[src/rtl/core/dcf_pkg.sv]
// Shared types, codes and tables for the DCF77 time code decoder.
package dcf_pkg;

  typedef logic [2:0] pulse_ev_t;

  localparam pulse_ev_t EV_NONE    = 3'd0;
  localparam pulse_ev_t EV_SECOND  = 3'd1;
  localparam pulse_ev_t EV_MINUTE  = 3'd2;
  localparam pulse_ev_t EV_ZERO    = 3'd3;
  localparam pulse_ev_t EV_ONE     = 3'd4;
  localparam pulse_ev_t EV_INVALID = 3'd5;

  // Pulse timing windows in milliseconds.
  localparam logic [15:0] SEC_MIN  = 16'd900;
  localparam logic [15:0] SEC_MAX  = 16'd1100;
  localparam logic [15:0] MIN_MIN  = 16'd1900;
  localparam logic [15:0] MIN_MAX  = 16'd2100;
  localparam logic [15:0] ZERO_MIN = 16'd70;
  localparam logic [15:0] ZERO_MAX = 16'd130;
  localparam logic [15:0] ONE_MIN  = 16'd170;
  localparam logic [15:0] ONE_MAX  = 16'd230;
  localparam logic [7:0]  QUIET_MAX = 8'd220;

  localparam logic [11:0] YEAR_BASE = 12'd2000;

  // Frame bit positions.
  localparam logic [7:0] BIT_START_ZERO = 8'd0;
  localparam logic [7:0] BIT_CEST       = 8'd17;
  localparam logic [7:0] BIT_CET        = 8'd18;
  localparam logic [7:0] BIT_INFO_LAST  = 8'd19;
  localparam logic [7:0] BIT_MIN_BASE   = 8'd21;
  localparam logic [7:0] BIT_MIN_PAR    = 8'd28;
  localparam logic [7:0] BIT_HOUR_BASE  = 8'd29;
  localparam logic [7:0] BIT_HOUR_PAR   = 8'd35;
  localparam logic [7:0] BIT_DAY_BASE   = 8'd36;
  localparam logic [7:0] BIT_DAY_LAST   = 8'd41;
  localparam logic [7:0] BIT_WDAY_BASE  = 8'd42;
  localparam logic [7:0] BIT_WDAY_LAST  = 8'd44;
  localparam logic [7:0] BIT_MON_BASE   = 8'd45;
  localparam logic [7:0] BIT_MON_LAST   = 8'd49;
  localparam logic [7:0] BIT_YEAR_BASE  = 8'd50;
  localparam logic [7:0] BIT_DATE_PAR   = 8'd58;

  localparam logic [6:0] BCD_W [8] = '{7'd1, 7'd2, 7'd4, 7'd8, 7'd10, 7'd20, 7'd40, 7'd80};

  typedef struct packed {
    logic [6:0]  minute;
    logic [5:0]  hour;
    logic [5:0]  month_day;
    logic [2:0]  week_day;
    logic [4:0]  month;
    logic [11:0] year;
    logic [1:0]  utc_offset;
  } clock_t;

  function automatic logic [6:0] bcd_weight(input logic b, input logic [2:0] pos);
    return b ? BCD_W[pos] : 7'd0;
  endfunction

endpackage

[src/rtl/core/dcf_pulse_class.sv]
// Edge timing classifier: turns level samples into second, minute, bit or invalid events.
module dcf_pulse_class import dcf_pkg::*; (
  input  logic        clk_i,
  input  logic        rst_ni,
  input  logic        en_i,
  input  logic        level_i,
  input  logic [15:0] time_ms_i,
  output pulse_ev_t   event_o
);

  logic        prev_level_q, prev_level_d;
  logic [15:0] fall_time_q, fall_time_d;
  logic [7:0]  quiet_q, quiet_d;
  logic [15:0] delta;

  assign delta = time_ms_i - fall_time_q;

  always_comb begin
    prev_level_d = prev_level_q;
    fall_time_d  = fall_time_q;
    quiet_d      = quiet_q;
    event_o      = EV_NONE;
    if (level_i != prev_level_q) begin
      prev_level_d = level_i;
      quiet_d      = 8'd0;
      if (prev_level_q && !level_i) begin
        fall_time_d = time_ms_i;
        if (delta >= SEC_MIN && delta <= SEC_MAX) begin
          event_o = EV_SECOND;
        end else if (delta >= MIN_MIN && delta <= MIN_MAX) begin
          event_o = EV_MINUTE;
        end else begin
          event_o = EV_INVALID;
        end
      end else begin
        // Rising edge: the low time since the last falling edge encodes the bit.
        if (delta >= ZERO_MIN && delta <= ZERO_MAX) begin
          event_o = EV_ZERO;
        end else if (delta >= ONE_MIN && delta <= ONE_MAX) begin
          event_o = EV_ONE;
        end else begin
          event_o = EV_INVALID;
        end
      end
    end else if (quiet_q > QUIET_MAX) begin
      event_o = EV_INVALID;
    end else begin
      quiet_d = quiet_q + 8'd1;
    end
  end

  always_ff @(posedge clk_i or negedge rst_ni) begin
    if (!rst_ni) begin
      prev_level_q <= 1'b0;
      fall_time_q  <= 16'd0;
      quiet_q      <= 8'd0;
    end else if (en_i) begin
      prev_level_q <= prev_level_d;
      fall_time_q  <= fall_time_d;
      quiet_q      <= quiet_d;
    end
  end

endmodule

[src/rtl/core/dcf_frame_dec.sv]
// Frame decoder: collects bits, checks parities and loads the clock registers at a minute mark.
module dcf_frame_dec import dcf_pkg::*; (
  input  logic      clk_i,
  input  logic      rst_ni,
  input  logic      en_i,
  input  pulse_ev_t event_i,
  output logic      loaded_o,
  output clock_t    clock_o
);

  localparam logic [2:0] PH_WAIT  = 3'd0;
  localparam logic [2:0] PH_INFO  = 3'd1;
  localparam logic [2:0] PH_START = 3'd2;
  localparam logic [2:0] PH_MIN   = 3'd3;
  localparam logic [2:0] PH_HOUR  = 3'd4;
  localparam logic [2:0] PH_DATE  = 3'd5;

  logic [2:0] phase_q, phase_d;
  logic [7:0] idx_q, idx_d;
  logic       par_q, par_d;
  logic       ok_q, ok_d;
  logic [2:0] info_q, info_d;
  logic [6:0] rx_min_q, rx_min_d;
  logic [5:0] rx_hour_q, rx_hour_d;
  logic [5:0] rx_day_q, rx_day_d;
  logic [2:0] rx_wday_q, rx_wday_d;
  logic [4:0] rx_mon_q, rx_mon_d;
  logic [7:0] rx_year_q, rx_year_d;
  logic [1:0] rx_ofs_q, rx_ofs_d;
  clock_t     clk_q, clk_d;

  logic       b;
  logic [7:0] off_min, off_hour, off_day, off_wday, off_mon, off_year;
  logic [6:0] w_min, w_hour, w_day, w_wday, w_mon, w_year;

  assign b        = (event_i == EV_ONE);
  assign off_min  = idx_q - BIT_MIN_BASE;
  assign off_hour = idx_q - BIT_HOUR_BASE;
  assign off_day  = idx_q - BIT_DAY_BASE;
  assign off_wday = idx_q - BIT_WDAY_BASE;
  assign off_mon  = idx_q - BIT_MON_BASE;
  assign off_year = idx_q - BIT_YEAR_BASE;
  assign w_min    = bcd_weight(b, off_min[2:0]);
  assign w_hour   = bcd_weight(b, off_hour[2:0]);
  assign w_day    = bcd_weight(b, off_day[2:0]);
  assign w_wday   = bcd_weight(b, off_wday[2:0]);
  assign w_mon    = bcd_weight(b, off_mon[2:0]);
  assign w_year   = bcd_weight(b, off_year[2:0]);

  always_comb begin
    phase_d   = phase_q;
    idx_d     = idx_q;
    par_d     = par_q;
    ok_d      = ok_q;
    info_d    = info_q;
    rx_min_d  = rx_min_q;
    rx_hour_d = rx_hour_q;
    rx_day_d  = rx_day_q;
    rx_wday_d = rx_wday_q;
    rx_mon_d  = rx_mon_q;
    rx_year_d = rx_year_q;
    rx_ofs_d  = rx_ofs_q;
    clk_d     = clk_q;
    loaded_o  = 1'b0;

    if (event_i == EV_MINUTE) begin
      if (ok_q) begin
        clk_d.year       = YEAR_BASE + {4'd0, rx_year_q};
        clk_d.month      = rx_mon_q;
        clk_d.month_day  = rx_day_q;
        clk_d.week_day   = rx_wday_q;
        clk_d.hour       = rx_hour_q;
        clk_d.minute     = rx_min_q;
        clk_d.utc_offset = rx_ofs_q;
        loaded_o         = 1'b1;
      end
      par_d     = 1'b0;
      idx_d     = 8'd0;
      ok_d      = 1'b0;
      rx_min_d  = 7'd0;
      rx_hour_d = 6'd0;
      rx_day_d  = 6'd0;
      rx_wday_d = 3'd0;
      rx_mon_d  = 5'd0;
      rx_year_d = 8'd0;
      phase_d   = PH_INFO;
    end else if (event_i == EV_INVALID) begin
      ok_d    = 1'b0;
      phase_d = PH_WAIT;
    end else if (event_i == EV_ZERO || event_i == EV_ONE) begin
      unique case (phase_q)
        PH_INFO: begin
          if (idx_q == BIT_START_ZERO) info_d[0] = b;
          else if (idx_q == BIT_CEST) info_d[1] = b;
          else if (idx_q == BIT_CET) info_d[2] = b;
          if (idx_q >= BIT_INFO_LAST) begin
            if (info_d[0]) begin
              phase_d = PH_WAIT;
            end else begin
              // Unknown zone bit combinations keep the previous offset.
              if (info_d[2:1] == 2'b10) rx_ofs_d = 2'd1;
              else if (info_d[2:1] == 2'b01) rx_ofs_d = 2'd2;
              phase_d = PH_START;
            end
          end
        end
        PH_START: begin
          phase_d = b ? PH_MIN : PH_WAIT;
        end
        PH_MIN: begin
          if (idx_q >= BIT_MIN_PAR) begin
            if (par_q != b) begin
              phase_d = PH_WAIT;
            end else begin
              par_d   = 1'b0;
              phase_d = PH_HOUR;
            end
          end else begin
            par_d    = par_q ^ b;
            rx_min_d = rx_min_q + w_min;
          end
        end
        PH_HOUR: begin
          if (idx_q >= BIT_HOUR_PAR) begin
            if (par_q != b) begin
              phase_d = PH_WAIT;
            end else begin
              par_d   = 1'b0;
              phase_d = PH_DATE;
            end
          end else begin
            par_d     = par_q ^ b;
            rx_hour_d = rx_hour_q + w_hour[5:0];
          end
        end
        PH_DATE: begin
          if (idx_q >= BIT_DATE_PAR) begin
            phase_d = PH_WAIT;
            ok_d    = (par_q == b);
          end else begin
            par_d = par_q ^ b;
            if (idx_q <= BIT_DAY_LAST) rx_day_d = rx_day_q + w_day[5:0];
            else if (idx_q <= BIT_WDAY_LAST) rx_wday_d = rx_wday_q + w_wday[2:0];
            else if (idx_q <= BIT_MON_LAST) rx_mon_d = rx_mon_q + w_mon[4:0];
            else rx_year_d = rx_year_q + {1'b0, w_year};
          end
        end
        default: begin
          // A bit outside a frame drops any frame that was waiting to load.
          ok_d    = 1'b0;
          phase_d = PH_WAIT;
        end
      endcase
      if (idx_q != 8'hFF) idx_d = idx_q + 8'd1;
    end
  end

  assign clock_o = clk_d;

  always_ff @(posedge clk_i or negedge rst_ni) begin
    if (!rst_ni) begin
      phase_q   <= PH_WAIT;
      idx_q     <= 8'd0;
      par_q     <= 1'b0;
      ok_q      <= 1'b0;
      info_q    <= 3'd0;
      rx_min_q  <= 7'd0;
      rx_hour_q <= 6'd0;
      rx_day_q  <= 6'd0;
      rx_wday_q <= 3'd0;
      rx_mon_q  <= 5'd0;
      rx_year_q <= 8'd0;
      rx_ofs_q  <= 2'd0;
      clk_q     <= '{minute: 7'd0, hour: 6'd0, month_day: 6'd1, week_day: 3'd7,
                     month: 5'd1, year: 12'd2017, utc_offset: 2'd2};
    end else if (en_i) begin
      phase_q   <= phase_d;
      idx_q     <= idx_d;
      par_q     <= par_d;
      ok_q      <= ok_d;
      info_q    <= info_d;
      rx_min_q  <= rx_min_d;
      rx_hour_q <= rx_hour_d;
      rx_day_q  <= rx_day_d;
      rx_wday_q <= rx_wday_d;
      rx_mon_q  <= rx_mon_d;
      rx_year_q <= rx_year_d;
      rx_ofs_q  <= rx_ofs_d;
      clk_q     <= clk_d;
    end
  end

endmodule

[src/rtl/core/dcf77_time_code_decoder_core.sv]
// Top level of the DCF77 time code decoder: input register, decoder logic, result register.
//
// Usage: present one sample tick (receiver level and 16-bit millisecond time)
// on the input channel for every 10 ms sample. Each accepted item produces
// exactly one result item: the pulse event of that tick, a flag that a
// validated frame was loaded, and the clock registers after any load.
// An accepted item is held in the input register; on the next cycle in which
// the result register is free or being emptied, the edge classifier and the
// frame decoder evaluate it in one pass and the result register captures it.
// While the receiver keeps taking results, one item can be
// accepted every cycle. The input register lets one more item be taken while
// a result waits; with both registers full, in_ready_o drops until the
// receiver takes the result. After reset both channels are empty, the
// decoder waits for a minute mark and the clock reads 00:00 on 1.1.2017,
// weekday 7, UTC offset 2.
module dcf77_time_code_decoder_core import dcf_pkg::*; (
  input  logic        clk_i,
  input  logic        rst_ni,
  input  logic        in_valid_i,
  output logic        in_ready_o,
  input  logic        signal_level_i,
  input  logic [15:0] time_ms_i,
  output logic        out_valid_o,
  input  logic        out_ready_i,
  output logic [2:0]  pulse_event_o,
  output logic        clock_loaded_o,
  output logic [6:0]  minute_o,
  output logic [5:0]  hour_o,
  output logic [5:0]  month_day_o,
  output logic [2:0]  week_day_o,
  output logic [4:0]  month_o,
  output logic [11:0] year_o,
  output logic [1:0]  utc_offset_o
);

  logic        s1_valid_q, s1_valid_d;
  logic        s1_level_q;
  logic [15:0] s1_time_q;
  logic        out_valid_q, out_valid_d;
  logic        advance;
  logic        accept;
  pulse_ev_t   ev;
  logic        loaded;
  clock_t      clock_now;
  pulse_ev_t   ev_q;
  logic        loaded_q;
  clock_t      clock_q;

  assign advance    = s1_valid_q && (!out_valid_q || out_ready_i);
  assign in_ready_o = !s1_valid_q || advance;
  assign accept     = in_valid_i && in_ready_o;

  assign s1_valid_d  = accept || (s1_valid_q && !advance);
  assign out_valid_d = advance || (out_valid_q && !out_ready_i);

  dcf_pulse_class u_class (
    .clk_i     (clk_i),
    .rst_ni    (rst_ni),
    .en_i      (advance),
    .level_i   (s1_level_q),
    .time_ms_i (s1_time_q),
    .event_o   (ev)
  );

  dcf_frame_dec u_frame (
    .clk_i    (clk_i),
    .rst_ni   (rst_ni),
    .en_i     (advance),
    .event_i  (ev),
    .loaded_o (loaded),
    .clock_o  (clock_now)
  );

  always_ff @(posedge clk_i or negedge rst_ni) begin
    if (!rst_ni) begin
      s1_valid_q  <= 1'b0;
      out_valid_q <= 1'b0;
    end else begin
      s1_valid_q  <= s1_valid_d;
      out_valid_q <= out_valid_d;
    end
  end

  always_ff @(posedge clk_i) begin
    if (accept) begin
      s1_level_q <= signal_level_i;
      s1_time_q  <= time_ms_i;
    end
    if (advance) begin
      ev_q     <= ev;
      loaded_q <= loaded;
      clock_q  <= clock_now;
    end
  end

  assign out_valid_o    = out_valid_q;
  assign pulse_event_o  = ev_q;
  assign clock_loaded_o = loaded_q;
  assign minute_o       = clock_q.minute;
  assign hour_o         = clock_q.hour;
  assign month_day_o    = clock_q.month_day;
  assign week_day_o     = clock_q.week_day;
  assign month_o        = clock_q.month;
  assign year_o         = clock_q.year;
  assign utc_offset_o   = clock_q.utc_offset;

`ifndef SYNTHESIS
  // A frame is only ever loaded on a minute mark.
  assert property (@(posedge clk_i) disable iff (!rst_ni)
    (out_valid_o && clock_loaded_o) |-> (pulse_event_o == EV_MINUTE))
    else $error("clock loaded without a minute mark");

  // The year register always holds the base year plus an 8-bit value.
  assert property (@(posedge clk_i) disable iff (!rst_ni)
    out_valid_o |-> (year_o >= 12'd2000 && year_o <= 12'd2255))
    else $error("year out of range");

  // With both registers full and the result stalled, no item may be taken.
  assert property (@(posedge clk_i) disable iff (!rst_ni)
    (s1_valid_q && out_valid_q && !out_ready_i) |-> !in_ready_o)
    else $error("item accepted while both stages are full");
`endif

endmodule

[config.mk]
export PLATFORM = sky130hd
export DESIGN_NAME = dcf77_time_code_decoder_core
export DESIGN_NICKNAME = d
export VERILOG_FILES = /design/src/rtl/core/dcf_pkg.sv /design/src/rtl/core/dcf_pulse_class.sv /design/src/rtl/core/dcf_frame_dec.sv /design/src/rtl/core/dcf77_time_code_decoder_core.sv
export SDC_FILE = /design/constraint.sdc
export NUM_CORES = 1
export LEC_CHECK = 0
export BUFFER_PORTS_ARGS = -buffer_cell sky130_fd_sc_hd__clkbuf_2
export CORE_MARGIN = 3
export CORE_UTILIZATION = 42
export DETAILED_ROUTE_END_ITERATION = 12
export SYNTH_ARGS = -nofsm -noshare
export SYNTH_HDL_FRONTEND = slang
export SYNTH_SLANG_ARGS = --single-unit
[constraint.sdc]
create_clock -name clk_i -period 4.9 [get_ports clk_i]
set_input_delay 1.47 -clock clk_i [delete_from_list [all_inputs] [get_ports clk_i]]
set_output_delay 1.47 -clock clk_i [all_outputs]
set_load 0.005 [all_outputs]
==> impl_metrics.yaml <==
route:
  drt_drc_violations_left: 0
  detail-route-antenna-nets: 0
  avgRoutedWirePerCell_um: 17.0
  drt_iter0_drc: 664
  wl_um: 26000
  vias: 8268
  vias_per_cell: 5.42
  dr.pass1.iters: 5
clock_network:
  cts_sinks: 183
  cts.htree.levels: 4
  clk_pin_slew_ps: 80
  cts_buffer_depth: 2
  cts_tree: "done"
  clkLatencyLatePin_ps: 440
  numCtsBuffers: 17
  ctsHoldBuffers: 0
  clock_tree.root_cell: "clkbuf_16"
synthesis:
  synth-edff-count: 62
  async_flop_share_pct: 66.1
  yosysSeqAreaShare_pct: 44.9
  avgSynthCellArea_um2: 10.8
  ys_types: 97
  dominantRegCellSynth: "dfrtp_1"
  synth_nets: 1101
  synthCells: 1015
  ys_warn_count: 0
  synth_seq_cells: 183
  synth_area_um2: 10900
global_routing:
  grt_usage_pct: 18.3
  overflow: 0
  grt_pass1_wl_um: 42000
  grt_max_degree: 72
  grt_pass1_vias: 7996
  antenna_found_initial: 0
min_path:
  whs_endpoint: "u_frame.clk_q[20]"
  min_path_cells: 2
  hold_path.class: "reg -> reg"
  min-delay-start: "u_frame.clk_q[20]"
critical_path:
  cp-end-kind: "register"
  rr_endpoint: "u_frame.rx_day_q[5]"
  start_kind: "register"
  cpMaxStageDelayCell: "or4_4"
  worstPathRequired_ps: 5240
  crit_type: "reg -> reg"
  r2r_slack_ps: -80
  max_stage_delay_ps: 510
  timing.rr.start: "u_class.fall_time_q[0]"
  arrival_ps: 5320
  rr_worst_depth: 25
  worstPathMaxFanout: 5
place:
  port_buffers: 67
  gp_congestion: 0.861
  place.detailed.hpwl_um: 18000
  post-place-ws_ps: -193
power:
  combPwrFrac_pct: 47.8
  power_frac_seq_pct: 29.5
  switchingPower_w: 0.00248
  power.density_nw_per_um2: 460
  p_clk_share_pct: 22.7
  switching_share_pct: 39.4
  p_leak_nw: 6.16
  p_int_w: 0.00381
  irDropWorstVdd_mv: 0.289
  power_w: 0.00629
die:
  rows: 58
  initial_core_util_pct: 43.0
  coreArea_um2: 25400
  die_w_um: 167
  die_h_um: 167
  ios: 68
  dieArea_um2: 28000
outcome:
  status: "complete, but fails checks"
  violations: "negative setup slack"
timing:
  max_freq_mhz: 201
  setup_slack_ps: -77.9
  fin_crit_ps: 4980
  rsz0062_at_grt: "true"
  slew_headroom_pct: 35.7
  finalHoldViolCount: 0
  max_slew.worst_pin.slew_ps: 964
  slew_violations: 0
  clock-skew-final_ps: 13.4
  period_share_pct: 102
  setup_viol: 5
finish:
  drive_gt1_share_pct: 37.7
  layout.nets: 1269
  area_delta_synth_final_pct: 25.0
  final_util_pct: 53.8
  num_antenna_cells: 0
flow_run:
  drv_cap: 0
## flip-flops by register name (all words and copies together) (netlist names), 5 cells and up
| name | cells |
|---|---|
| hour_o | 6 |
| minute_o | 7 |
| month_day_o | 6 |
| month_o | 5 |
| s1_time_q | 16 |
| u_class.fall_time_q | 16 |
| u_class.quiet_q | 8 |
| u_frame.clk_q | 41 |
| u_frame.idx_q | 8 |
| u_frame.rx_day_q | 6 |
| u_frame.rx_hour_q | 6 |
| u_frame.rx_min_q | 7 |
| u_frame.rx_mon_q | 5 |
| u_frame.rx_year_q | 8 |
| year_o | 12 |
## cells in the mapped netlist, types with 8 or more instances
master / instances / area (µm²)
a21o_1: 27 / 203
a21oi_1: 41 / 205
a31oi_1: 8 / 50.1
and2_1: 10 / 62.6
and3_1: 11 / 68.8
buf_2: 12 / 60.1
clkbuf_1: 24 / 90.1
dfrtp_1: 108 / 2700
dfstp_2: 13 / 342
edfxtp_1: 62 / 1860
ha_1: 58 / 726
inv_1: 51 / 191
mux2_2: 83 / 935
mux2i_1: 9 / 90.1
nand2_1: 75 / 282
nand2b_1: 12 / 75.1
nand3_1: 19 / 95.1
nand4_1: 10 / 62.6
nor2_1: 64 / 240
nor3_1: 19 / 95.1
o21a_1: 8 / 60.1
o21ai_0: 63 / 315
o21ai_1: 15 / 75.1
or3_1: 9 / 56.3
xnor2_1: 16 / 140
xor2_1: 18 / 158
## logic make-up (layout without fill, tap and decap cells)
family                     Yosys count  in the layout  share of synthesized area [%]
muxes                               97             97                           9.89
DFF                                183            183                           44.9
AOI/OAI and AO/OA                  260            260                           17.6
buffers and inverters               97            278                           3.75
and+or+nand+nor                    277            277                           13.0
adders and majority gates           65             65                           7.92
xor gates and xnor gates            36             36                           3.02
## stage by stage
stage	hold slack, ps	cell area (µm²)	setup TNS, ps	cells
floorplan	450	11000	-9.08	1015
global placement	461	12300	-66.0	1472
detailed placement	470	12300	-968	1472
CTS	483	13100	-1.06	1509
global route	509	13700	-2200	1526
finish	481	13700	-317	1526
## worst max-delay path: cells and delay by family (launching register included)
kind,cells,cell delay [ps]
buffers and inverters,5,620
XOR/XNOR,1,170
adder cells (fa/ha/maj),3,710
AO/OA/AOI/OAI,10,1300
flip-flops,1,420
AND/OR/NAND/NOR,6,1660
## final cells by class
class                           count  area (µm²)
Timing Repair Buffer              194        1350
Clock buffer                       17         425
Sequential cell                   183        4910
Inverter                           52         203
Tap cell                          330         413
Clock inverter                     15         190
Multi-Input combinational cell    735        6170
Fill cell                        2230       11700
## power groups by stage
stage,sequential (W),combinational (W),clock [W]
floorplan,0.00184,0.00172,0
global placement,0.00187,0.00256,0
detailed placement,0.00188,0.00258,0
CTS,0.00185,0.00275,0.00146
global route,0.00188,0.00329,0.00153
finish,0.00185,0.00300,0.00143
## cells in the final DEF (no fill, tap or decap), types with 14 or more instances in the layout
cell and n:
a21o_1 27, a21oi_1 26, a21oi_2 14, buf_4 119
clkbuf_16 17, clkbuf_2 66, dfrtp_1 108, edfxtp_1 62
ha_1 43, ha_4 14, inv_1 44, mux2_2 81
nand2_1 72, nand3_1 18, nor2_1 61, nor3_1 17
o21ai_0 55, o21ai_1 18, xor2_1 16
## worst max path at each step
stage | from | to | cells after the start | slack (ps)
floorplan | u_class.fall_time_q[0] | u_frame.rx_year_q[6] | 24 | -9
global placement | s1_time_q[4] | u_frame.rx_year_q[6] | 22 | -50
global route | u_class.fall_time_q[0] | u_frame.rx_min_q[6] | 27 | -310
finish | u_class.fall_time_q[0] | u_frame.rx_day_q[5] | 25 | -80
CTS | u_class.fall_time_q[0] | u_frame.rx_year_q[7] | 23 | -1
detailed placement | s1_time_q[4] | u_frame.rx_year_q[6] | 22 | -190
## routing by layer
metal | up-vias | routed length (µm) | global-route usage [%]
met5 | - | 0 | 0
met4 | 0 | 420 | 4.41
met3 | 26 | 878 | 2.81
met2 | 165 | 12000 | 28.6
met1 | 4024 | 12700 | 26.7
li1 | 4053 | - | -
## repair_timing
| item | 4_1_cts | 5_1_grt |
|---|---|---|
| endpoints found under the setup margin | 9 | 14 |
| resized for setup | 29 | 78 |
| pin swaps | 12 | 71 |
| buffers inserted | 6 | 18 |
| endpoints found under the hold margin | 0 | 0 |
(Power assumes the default switching activity.)
